`src/rtl/gbh_pkg.sv`:
```
// Package: item types, status codes, CSR indices, controller states and divider request for the histogram.
package gbh_pkg;

   typedef struct packed {
      logic               mode;
      logic signed [31:0] value;
      logic signed [31:0] second_value;
      logic [11:0]        read_bin;
   } req_type;

   typedef struct packed {
      logic [1:0]         status;
      logic [11:0]        bin_number;
      logic [31:0]        bin_count;
      logic [16:0]        bin_fraction;
      logic signed [31:0] second_mean;
   } rsp_type;

   typedef struct packed {
      logic [31:0] rem_init;
      logic [63:0] dividend;
      logic [31:0] divisor;
      logic [6:0]  steps;
   } div_req_type;

   typedef enum logic [3:0] {
      S_CLEAR,
      S_IDLE,
      S_WALK,
      S_READ,
      S_UPDATE,
      S_MEAN_GO,
      S_MEAN,
      S_FRAC_GO,
      S_FRAC,
      S_RESP
   } state_type;

   localparam logic [1:0] STATUS_OK         = 2'd0;
   localparam logic [1:0] STATUS_RANGE      = 2'd1;
   localparam logic [1:0] STATUS_ZERO_WIDTH = 2'd2;

   localparam logic [1:0] CSR_LOWER_BOUND = 2'd0;
   localparam logic [1:0] CSR_FIRST_WIDTH = 2'd1;
   localparam logic [1:0] CSR_GROWTH      = 2'd2;
   localparam logic [1:0] CSR_NORM_TOTAL  = 2'd3;

   localparam logic [6:0] MEAN_STEPS = 7'd64;
   localparam logic [6:0] FRAC_STEPS = 7'd16;

   localparam logic [33:0] WIDTH_CAP = 34'h2_0000_0000;
   localparam logic [16:0] FRAC_ONE  = 17'h1_0000;

endpackage

```
`src/rtl/gbh_div.sv`:
```
// Restoring unsigned divider, one quotient bit per cycle.
module gbh_div (
   input  logic                clock,
   input  logic                reset,
   input  logic                start,
   input  gbh_pkg::div_req_type req,
   output logic                done,
   output logic [63:0]         quo
);
   import gbh_pkg::*;

   logic        run_ff, run_in;
   logic        done_ff, done_in;
   logic [6:0]  left_ff, left_in;
   logic [31:0] rem_ff, rem_in;
   logic [63:0] dvd_ff, dvd_in;
   logic [63:0] quo_ff, quo_in;
   logic [31:0] dsr_ff, dsr_in;
   logic [32:0] rem_sh;
   logic [32:0] rem_sub;
   logic        ge;

   always_comb begin
      rem_sh  = {rem_ff, dvd_ff[63]};
      rem_sub = rem_sh - {1'b0, dsr_ff};
      ge      = rem_sh >= {1'b0, dsr_ff};
      run_in  = run_ff;
      done_in = 1'b0;
      left_in = left_ff;
      rem_in  = rem_ff;
      dvd_in  = dvd_ff;
      quo_in  = quo_ff;
      dsr_in  = dsr_ff;
      if (start) begin
         run_in  = 1'b1;
         left_in = req.steps;
         rem_in  = req.rem_init;
         dvd_in  = req.dividend;
         dsr_in  = req.divisor;
         quo_in  = '0;
      end else if (run_ff) begin
         rem_in  = ge ? rem_sub[31:0] : rem_sh[31:0];
         dvd_in  = {dvd_ff[62:0], 1'b0};
         quo_in  = {quo_ff[62:0], ge};
         left_in = left_ff - 7'd1;
         if (left_ff == 7'd1) begin
            run_in  = 1'b0;
            done_in = 1'b1;
         end
      end
   end

   always_ff @(posedge clock) begin
      if (reset) begin
         run_ff  <= 1'b0;
         done_ff <= 1'b0;
         left_ff <= '0;
      end else begin
         run_ff  <= run_in;
         done_ff <= done_in;
         left_ff <= left_in;
      end
      rem_ff <= rem_in;
      dvd_ff <= dvd_in;
      quo_ff <= quo_in;
      dsr_ff <= dsr_in;
   end

   assign done = done_ff;
   assign quo  = quo_ff;
endmodule

```
`config.mk`:
```
export PLATFORM = sky130hd
export DESIGN_NAME = gbh_div
export DESIGN_NICKNAME = d
export VERILOG_FILES = /design/src/rtl/gbh_pkg.sv /design/src/rtl/gbh_div.sv
export SDC_FILE = /design/constraint.sdc
export NUM_CORES = 1
export LEC_CHECK = 0
export BUFFER_PORTS_ARGS = -buffer_cell sky130_fd_sc_hd__buf_2
export CORE_ASPECT_RATIO = 0.9
export CORE_MARGIN = 4
export CORE_UTILIZATION = 59
export CTS_CLUSTER_SIZE = 10
export DETAILED_ROUTE_END_ITERATION = 8
export PLACE_DENSITY = 0.83
export SKIP_CTS_REPAIR_TIMING = 1
export SLEW_MARGIN = 10
export SYNTH_ARGS = -nofsm -noshare
export SYNTH_HDL_FRONTEND = slang
export SYNTH_SLANG_ARGS = --single-unit
```
`constraint.sdc`:
```
create_clock -name clock -period 8.2 [get_ports clock]
set_input_delay 1.64 -clock clock [delete_from_list [all_inputs] [get_ports clock]]
set_output_delay 1.64 -clock clock [all_outputs]
set_load 0.02 [all_outputs]
```
==> results.ini <==
[outcome]
status=finished clean

[place]
io_buffers=202
dpl_cell_area_um2=10900
gp_congestion=0.858
dp_hpwl_mm=14.3

[floorplanning]
die_area_um2=18600
dieHeight_um=130
die_w_um=143
core_um2=16200
io-pin-count=203
initial_core_util_pct=60.1
num_rows=44

[power_and_ir_drop]
p_comb_share_pct=30.7
powerDensity_nw_per_um2=279
power_frac_clock_pct=29.4
p_int_w=0.00230
swShare_pct=28.8
p_switching_w=0.000930
vdd.ir_drop.worst_v=0.000251
pwr-share-seq_pct=39.9
leakage_nw=5.08

[final_layout]
final_common_cell=buf_2
fin_area_um2=11600
drive_gt1_share_pct=34.8
nFillCells=1176
area_growth_pct=18.9
multi_input_area_um2=4100
nNetsFinal=1155
register_area_um2=5310
layout_common_cells=buf_2 (201), edfxtp_1 (128), nor2_1 (93), mux2_2 (89), dfxtp_1 (72)

[synthesis]
synth_nets=963
yosysWarnings=0
yosysSeqAreaShare_pct=54.5
synth_flop_cell=edfxtp_1
synth_area_um2=9730
synth_edf_count=128
ys_ff_latch=201
synth_area_leader_cell=edfxtp_1
synth.distinct_cells=53
yosys.area.top_type_share_pct=39.5
netlist_top_cells_area=edfxtp_1 (39%), dfxtp_1 (15%), mux2_2 (10%)
async_reset_ff_share_pct=0
avgSynthCellArea_um2=12.3
netlist_instances=790

[worst_hold_path]
min_path_type=reg2reg
min_to=quo[63]
hold_depth=2
holdCritStartpoint=quo[63]

[routing]
via_count=6580
drtIter0Drc=445
drc_errors=0
firstDrtPassIters=5
routedWlPerCell_um=17.0
ant_nets=0
viasPerCell=5.45
finalWirelength_mm=20.5

[grt]
grt.total_usage_pct=21.8
grt_max_degree=95
grt_pass1_wl_mm=32.9
antenna_found_initial=6
overflow=0
grt_pass1_vias=6591

[worst_setup_path]
max_stage_delay_ns=0.70
cp_common_cell=buf_4
crit_type=in2reg
r2r_slack_ns=4.32
reg2reg_from=rem_ff[1]
cp_top_family=buffers and inverters
critPathLaunchType=input pin
crit_path_max_fanout=94
r2r_end=rem_ff[26]
critPathRequiredTime_ns=8.45
crit_arrival_ns=4.34
crit_slowest_cell=buf_4
crit_chain=buf_6 -> buf_4 -> buf_4 -> nor2b_1 -> a221o_1
cp.buffers_inverters=3
end_kind=register
reg2regPathDepth=10

[timing]
slew_headroom_pct=26.1
max_freq_mhz=244
tns_ns=0
final-max-slew-violation-count=0
finalCritPeriodShare_pct=50.0
fin_crit_ns=4.10
tightest_slew_ns=1.11
rsz0062_at_grt=no
final_hold_viol_count=0
setup_viol=0
finClkSkew_ns=0.0166

[clocking]
htree_levels=1
cts_root_buffer=clkbuf_16
clk_pin_slew_ns=0.06
worstSkewPairLatency_ns=0.51
clkSinkCount=201
cts_tree=built
cts_buffers=24
clock_path_buffers=3

[flow_run]
drv_cap=0

## Yosys cell counts, drive strengths merged, types with 6 or more instances
master and instances:
xnor2 16, inv 41, edfxtp 128, clkbuf 22, ha 34, a21o 18
a21oi 31, o21ai 16, xor2 17, o21a 6, mux2 104, nand2 25
nor3 10, nor2 93, mux2i 69, dfxtp 73, buf 18
## cells by family after synthesis
| kind of cell | Yosys count | share of synthesized area, % |
|---|---|---|
| mux | 173 | 19.7 |
| compound gates | 102 | 7.15 |
| buf+inv | 81 | 3.44 |
| flops | 201 | 54.5 |
| xor+xnor | 33 | 2.97 |
| fa+ha+maj | 35 | 4.58 |
| simple gates | 165 | 7.66 |
## how the worst max path moves through the flow
stage	start	endpoint	slack, ns	depth (start not counted)
6_report	start	rem_ff[18]	4.10	5
5_1_grt	start	rem_ff[18]	3.95	5
4_1_cts	start	rem_ff[18]	4.18	5
3_5_place_dp	start	rem_ff[18]	3.63	5
3_3_place_gp	start	rem_ff[31]	3.69	5
2_1_floorplan	start	dvd_ff[0]	3.35	5
## sequential cells by signal (all words and copies together) (netlist names)
signal,cells
dvd_ff,64
left_ff,7
done,1
run_ff,1
dsr_ff,32
quo,64
rem_ff,32
## per-layer routing
metal / part of all wire (%) / wire (um) / global-route usage (%) / up-vias
li1: - / - / - / 3258
met1: 43 / 8910 / 28.9 / 3100
met2: 46 / 9480 / 34.6 / 176
met3: 8.4 / 1720 / 7.77 / 38
met4: 1.8 / 362 / 5.65 / 8
met5: 0.22 / 46 / 0 / -
## worst register-to-register path, delay by kind of cell, from the launching register on
family,cells,cell delay [ns]
DFF,1,0.41
adders and majority gates,1,0.39
and+or+nand+nor,1,0.58
AOI/OAI and AO/OA,8,2.20
## stage by stage
stage | worst slack (ns) | instances | utilization [%] | total power [W] | hold WS, ns
4_1_cts | 4.18 | 1205 | 71.4 | 0.00324 | 0.496
3_5_place_dp | 3.63 | 1163 | 67.1 | 0.00228 | 0.482
3_3_place_gp | 3.69 | 1163 | 67.1 | 0.00226 | 0.467
6_report | 4.10 | 1208 | 71.5 | 0.00322 | 0.490
5_1_grt | 3.95 | 1207 | 71.5 | 0.00340 | 0.533
2_1_floorplan | 3.35 | 790 | - | 0.00210 | 0.523
## power groups by stage
stage          registers, W  logic (W)  clock network [W]
2_1_floorplan       0.00129   0.000817                  0
3_3_place_gp        0.00130   0.000957                  0
3_5_place_dp        0.00130   0.000979                  0
4_1_cts             0.00129   0.000985           0.000971
5_1_grt             0.00130    0.00109            0.00102
6_report            0.00129   0.000990           0.000948
## area by class of cell
class / instances / area share [%]
diodes: 3 / 0.0649
clock buffers: 40 / 5.80
clock inverters: 2 / 0.216
inverters: 41 / 1.35
multi-input cells: 508 / 35.4
flip-flops and latches: 201 / 45.9
well taps: 207 / 2.24
repair buffers: 206 / 9.05
No activity file was read; power rests on OpenSTA's default activity.
