[src/rtl/gbh_pkg.sv]
// Package: item types, status codes, CSR indices, controller states and divider request for the histogram.
package gbh_pkg;

   typedef struct packed {
      logic               mode;
      logic signed [31:0] value;
      logic signed [31:0] second_value;
      logic [11:0]        read_bin;
   } req_type;

   typedef struct packed {
      logic [1:0]         status;
      logic [11:0]        bin_number;
      logic [31:0]        bin_count;
      logic [16:0]        bin_fraction;
      logic signed [31:0] second_mean;
   } rsp_type;

   typedef struct packed {
      logic [31:0] rem_init;
      logic [63:0] dividend;
      logic [31:0] divisor;
      logic [6:0]  steps;
   } div_req_type;

   typedef enum logic [3:0] {
      S_CLEAR,
      S_IDLE,
      S_WALK,
      S_READ,
      S_UPDATE,
      S_MEAN_GO,
      S_MEAN,
      S_FRAC_GO,
      S_FRAC,
      S_RESP
   } state_type;

   localparam logic [1:0] STATUS_OK         = 2'd0;
   localparam logic [1:0] STATUS_RANGE      = 2'd1;
   localparam logic [1:0] STATUS_ZERO_WIDTH = 2'd2;

   localparam logic [1:0] CSR_LOWER_BOUND = 2'd0;
   localparam logic [1:0] CSR_FIRST_WIDTH = 2'd1;
   localparam logic [1:0] CSR_GROWTH      = 2'd2;
   localparam logic [1:0] CSR_NORM_TOTAL  = 2'd3;

   localparam logic [6:0] MEAN_STEPS = 7'd64;
   localparam logic [6:0] FRAC_STEPS = 7'd16;

   localparam logic [33:0] WIDTH_CAP = 34'h2_0000_0000;
   localparam logic [16:0] FRAC_ONE  = 17'h1_0000;

endpackage

[src/rtl/gbh_walk.sv]
// Bin search: walks geometric bin edges upward, one edge per cycle.
module gbh_walk #(
   parameter int BINS = 4096
) (
   input  logic                    clock,
   input  logic                    reset,
   input  logic                    start,
   input  logic signed [31:0]      value,
   input  logic signed [31:0]      lower_bound,
   input  logic [30:0]             first_width,
   input  logic [15:0]             growth,
   output logic                    done,
   output logic                    over,
   output logic [$clog2(BINS)-1:0] bin
);
   import gbh_pkg::*;

   localparam int ADDR_W = $clog2(BINS);
   localparam int CNT_W  = $clog2(BINS + 1);

   logic                     run_ff, run_in;
   logic                     done_ff, done_in;
   logic                     over_ff, over_in;
   logic [ADDR_W-1:0]        bin_ff, bin_in;
   logic [CNT_W-1:0]         idx_ff, idx_in;
   logic signed [63:0]       edge_ff, edge_in;
   logic [33:0]              w_ff, w_in;
   logic signed [31:0]       x_ff, x_in;
   logic [15:0]              g_ff, g_in;
   logic [49:0]              prod;
   logic [41:0]              next_w;

   always_comb begin
      prod    = w_ff * g_ff;
      next_w  = prod[49:8];
      run_in  = run_ff;
      done_in = 1'b0;
      over_in = over_ff;
      bin_in  = bin_ff;
      idx_in  = idx_ff;
      edge_in = edge_ff;
      w_in    = w_ff;
      x_in    = x_ff;
      g_in    = g_ff;
      if (start) begin
         run_in  = 1'b1;
         idx_in  = '0;
         edge_in = 64'(lower_bound);
         w_in    = {3'b000, first_width};
         x_in    = value;
         g_in    = growth;
      end else if (run_ff) begin
         if (idx_ff == CNT_W'(BINS)) begin
            run_in  = 1'b0;
            done_in = 1'b1;
            over_in = 1'b1;
         end else if (64'(x_ff) > edge_ff) begin
            edge_in = edge_ff + $signed({30'b0, w_ff});
            w_in    = (next_w > 42'(WIDTH_CAP)) ? WIDTH_CAP : next_w[33:0];
            idx_in  = idx_ff + CNT_W'(1);
         end else begin
            run_in  = 1'b0;
            done_in = 1'b1;
            over_in = 1'b0;
            bin_in  = idx_ff[ADDR_W-1:0];
         end
      end
   end

   always_ff @(posedge clock) begin
      if (reset) begin
         run_ff  <= 1'b0;
         done_ff <= 1'b0;
      end else begin
         run_ff  <= run_in;
         done_ff <= done_in;
      end
      over_ff <= over_in;
      bin_ff  <= bin_in;
      idx_ff  <= idx_in;
      edge_ff <= edge_in;
      w_ff    <= w_in;
      x_ff    <= x_in;
      g_ff    <= g_in;
   end

   assign done = done_ff;
   assign over = over_ff;
   assign bin  = bin_ff;
endmodule
[config.mk]
export PLATFORM = sky130hd
export DESIGN_NAME = gbh_walk
export DESIGN_NICKNAME = d
export VERILOG_FILES = /design/src/rtl/gbh_pkg.sv /design/src/rtl/gbh_walk.sv
export SDC_FILE = /design/constraint.sdc
export NUM_CORES = 2
export LEC_CHECK = 0
export BUFFER_PORTS_ARGS = -buffer_cell sky130_fd_sc_hd__buf_2
export CORE_ASPECT_RATIO = 1.25
export CORE_MARGIN = 1
export CORE_UTILIZATION = 49
export CTS_CLUSTER_DIAMETER = 120
export DETAILED_ROUTE_END_ITERATION = 6
export PLACE_DENSITY_LB_ADDON = 0.3
export SETUP_SLACK_MARGIN = 0.1
export SLEW_MARGIN = 20
export SYNTH_ARGS = -nofsm -noshare
export SYNTH_HDL_FRONTEND = slang
export SYNTH_SLANG_ARGS = --single-unit
[constraint.sdc]
create_clock -name clock -period 8.8 [get_ports clock]
set_input_delay 0.44 -clock clock [delete_from_list [all_inputs] [get_ports clock]]
set_output_delay 0.44 -clock clock [all_outputs]
set_load 0.02 [all_outputs]
==> impl_metrics.csv <==
group,metric,value,unit
sta,final_hold_viol_count,0,
clocking,cts_tree,"built",
setup_path,crit_path_max_fanout,28,
drt,viasPerCell,5.63,
logic_synthesis,synth_nets,3836,
sta,finalSetupViolCount,0,
die,core_area,56100,um^2
place,dp_slack,0.877,ns
setup_path,crit_required,9.11,ns
sta,rsz0062_at_grt,"no",
clocking,cts.path.max_buffers,2,
sta,maxSlewViolCount,0,
place,place.gp.congestion,0.970,
setup_path,cp-startpoint,"g_ff[1]",
layout,nFillCells,5175,
clocking,cts_resized,0,
die,start_util,49.6,%
drt,firstDrtPassIters,5,
clocking,cts_setup_buffers,0,
global_route,gr-usage-met2,50.5,%
place,dp_hpwl,62600,um
logic_synthesis,yosysWarnings,0,
setup_path,crit_slowest_cell,"edfxtp_1",
die,num_io_pins,128,
clocking,ctsHoldBuffers,0,
layout,layout.nets,3890,
global_route,use_met3,4.17,%
layout,syn_to_final_growth,7.24,%
global_route,met1_usage,35.2,%
drt,num_vias,21797,
sta,setup_ws,0.696,ns
hold_path,min_from,"value[27]",
logic_synthesis,synth-seq-cells,174,
setup_path,slowest_delay,1.01,ns
layout,ff_latch_area,5040,um^2
setup_path,worstPathArrival,8.41,ns
setup_path,timing.rr.start,"g_ff[1]",
status,status,"complete, no violations",
clocking,clkSinkCount,174,
sta,timing.final.crit_share,92.1,%
setup_path,cp-start-kind,"register",
logic_synthesis,synth_cell_types,79,
global_route,grt_first_pass_wirelength,128000,um
logic_synthesis,ys_seq_area_share,18.2,%
die,die_w,215,um
setup_path,cp-end-kind,"register",
drt,drc,0,
global_route,overflow,0,
logic_synthesis,synth_ff_type,"edfxtp_1",
sta,worstMarginPinSlew,1.19,ns
global_route,grt_use_total,28.8,%
setup_path,path_cells,"buf_4 -> nand2_1 -> fa_1 -> fa_1 -> fa_1 -> inv_1 -> fa_1 -> fa_1 -> inv_1 -> fa_1 -> inv_1 -> ha_1 -> a21oi_1 -> inv_1 -> a31oi_1 -> a211oi_2 -> o21a_1 -> o41ai_1 -> o32a_2 -> nand4_2 -> buf_4 -> o31ai_1",
logic_synthesis,synthArstFlopShare,0,%
global_route,grt_pass1_vias,23599,
logic_synthesis,syn_area,27800,um^2
clocking,path_clk_slew,0.08,ns
drt,ant_nets,0,
sta,max_freq,0.123,GHz
die,die_y,268,um
clocking,clock_latency,0.50,ns
global_route,top_usage_layer,"met2",
sta,worst_clock_skew,0.0179,ns
global_route,antenna_found_initial,5,
logic_synthesis,syn_inst,3057,
global_route,grt_start_max_net_pins,82,
setup_path,cpMostUsedCell,"fa_1",
drt,drtIter0Drc,1569,
sta,layout_min_cycle_time,8.10,ns
logic_synthesis,syn_area_per_cell,9.09,um^2
hold_path,holdCritPathClass,"input port to register",
setup_path,critPathKind,"register to register",
clocking,cts-root-buf,"clkbuf_16",
layout,drive_gt1_share,7.36,%
job,maxCapViolCount,0,
place,numPortBuffers,127,
clocking,htree_levels,4,
drt,wire_per_inst,20.4,um
drt,wl,79100,um
sta,maxSlewHeadroom,19.7,%
logic_synthesis,synth-edff-count,156,
clocking,cts_buffers,17,
layout,multi_input_area,20000,um^2
die,rows,97,
die,dieArea,57700,um^2
sta,fin_setup_tns,0,ns
==> sequential cells by signal, indices dropped and copies added (netlist names) <==
signal,cells
over,1
edge_ff,64
bin,12
x_ff,32
g_ff,16
done,1
run_ff,1
idx_ff,13
w_ff,34
==> synthesized netlist by cell type (all sizes together) (5+ instances only) <==
cell	instances	share of area, %
a211oi	16	0.50
a21o	63	1.7
a21oi	131	2.4
a311oi	7	0.22
a31oi	16	0.36
and2	210	4.7
and3	12	0.27
buf	7	0.12
clkbuf	133	1.8
dfxtp	18	1.3
edfxtp	156	17
fa	446	32
ha	219	9.9
inv	582	7.9
nand2	470	6.3
nand2b	17	0.38
nand3	30	0.54
nand4	44	1.0
nor2	77	1.0
nor2b	10	0.23
nor3	20	0.36
nor4	21	0.53
nor4b	5	0.16
o2111ai	6	0.25
o211ai	7	0.24
o21a	10	0.27
o21ai	100	1.8
o21bai	11	0.30
o22ai	7	0.16
o31ai	40	1.1
or2	5	0.11
or3	8	0.18
or4	15	0.42
xnor2	50	1.6
xor2	34	1.1
==> cell families after synthesis <==
group           Yosys count  share of synthesized area, %
flops                   174                          18.2
mux                       8                         0.306
xor+xnor                 84                          2.65
simple gates            951                          16.5
compound gates          452                          10.6
buf+inv                 723                          9.79
fa+ha+maj               665                          42.0
==> through the flow <==
step | cells | util, % | hold WS, ns | area [um^2]
floorplan | 3057 | - | 0.447 | 27800
CTS | 3866 | 53.1 | 0.0806 | 29800
finish | 3871 | 53.1 | 0.114 | 29800
global route | 3871 | 53.1 | 0.0990 | 29800
detailed placement | 3834 | 52.1 | 0.471 | 29200
global placement | 3834 | 52.1 | 0.463 | 29200
==> routing by layer <==
layer  routed length [um]  vias to the layer above
met1                31600                    10904
met4                 3360                        0
met5                    0                        -
met2                39500                      809
li1                     -                     9889
met3                 4580                      195
==> placed cells by master, fill, tap and decap left out, types with 10 or more instances in the layout <==
cell / netlist / final
fa_1: 446 / 446
nor3_1: 20 / 19
o21a_1: 10 / 10
buf_2: 5 / 126
clkbuf_16: 0 / 17
a21o_1: 63 / 63
nor2_1: 77 / 76
nor4_1: 20 / 20
nor2b_1: 10 / 10
inv_1: 582 / 582
dfxtp_1: 18 / 18
edfxtp_1: 156 / 156
xor2_1: 34 / 34
a31oi_1: 16 / 15
nand4_1: 43 / 43
o31ai_1: 39 / 39
ha_1: 219 / 219
nand3_1: 30 / 30
o21ai_1: 13 / 13
o21bai_1: 11 / 11
buf_4: 0 / 48
a21oi_1: 129 / 129
nand2b_1: 17 / 17
nand2_1: 470 / 469
and2_1: 210 / 210
a211oi_1: 14 / 14
o21ai_0: 87 / 87
and3_1: 12 / 12
or4_1: 14 / 14
xnor2_1: 50 / 50
==> worst paths after layout <==
| path | end | slack, ns | cells past startpoint |
|---|---|---|---|
| worst max-delay path | w_ff[2] | 0.70 | 22 |
| worst min-delay path | x_ff[27] | 0.11 | 1 |
| worst max register to register | w_ff[2] | 0.70 | 22 |
| worst min register to register | idx_ff[12] | 0.48 | 2 |
==> critical path: cells and delay by family, from the launching register on <==
| family | cells | cell delay, ns |
|---|---|---|
| simple gates | 2 | 0.23 |
| buf+inv | 6 | 0.87 |
| compound gates | 7 | 2.25 |
| fa+ha+maj | 7 | 3.54 |
| flops | 1 | 1.01 |
==> cell type report <==
type / instances / share of cell area [%]
antenna: 5 / 0.0420
clock buffer: 18 / 1.47
clock inverter: 14 / 0.474
inverter: 583 / 7.34
multi-input combinational: 2160 / 67.3
sequential: 174 / 16.9
tap: 742 / 3.12
timing repair buffer: 175 / 3.36
Power is not shown: default switching activity piles up to over one toggle a cycle in this logic, so the estimate is an artifact.
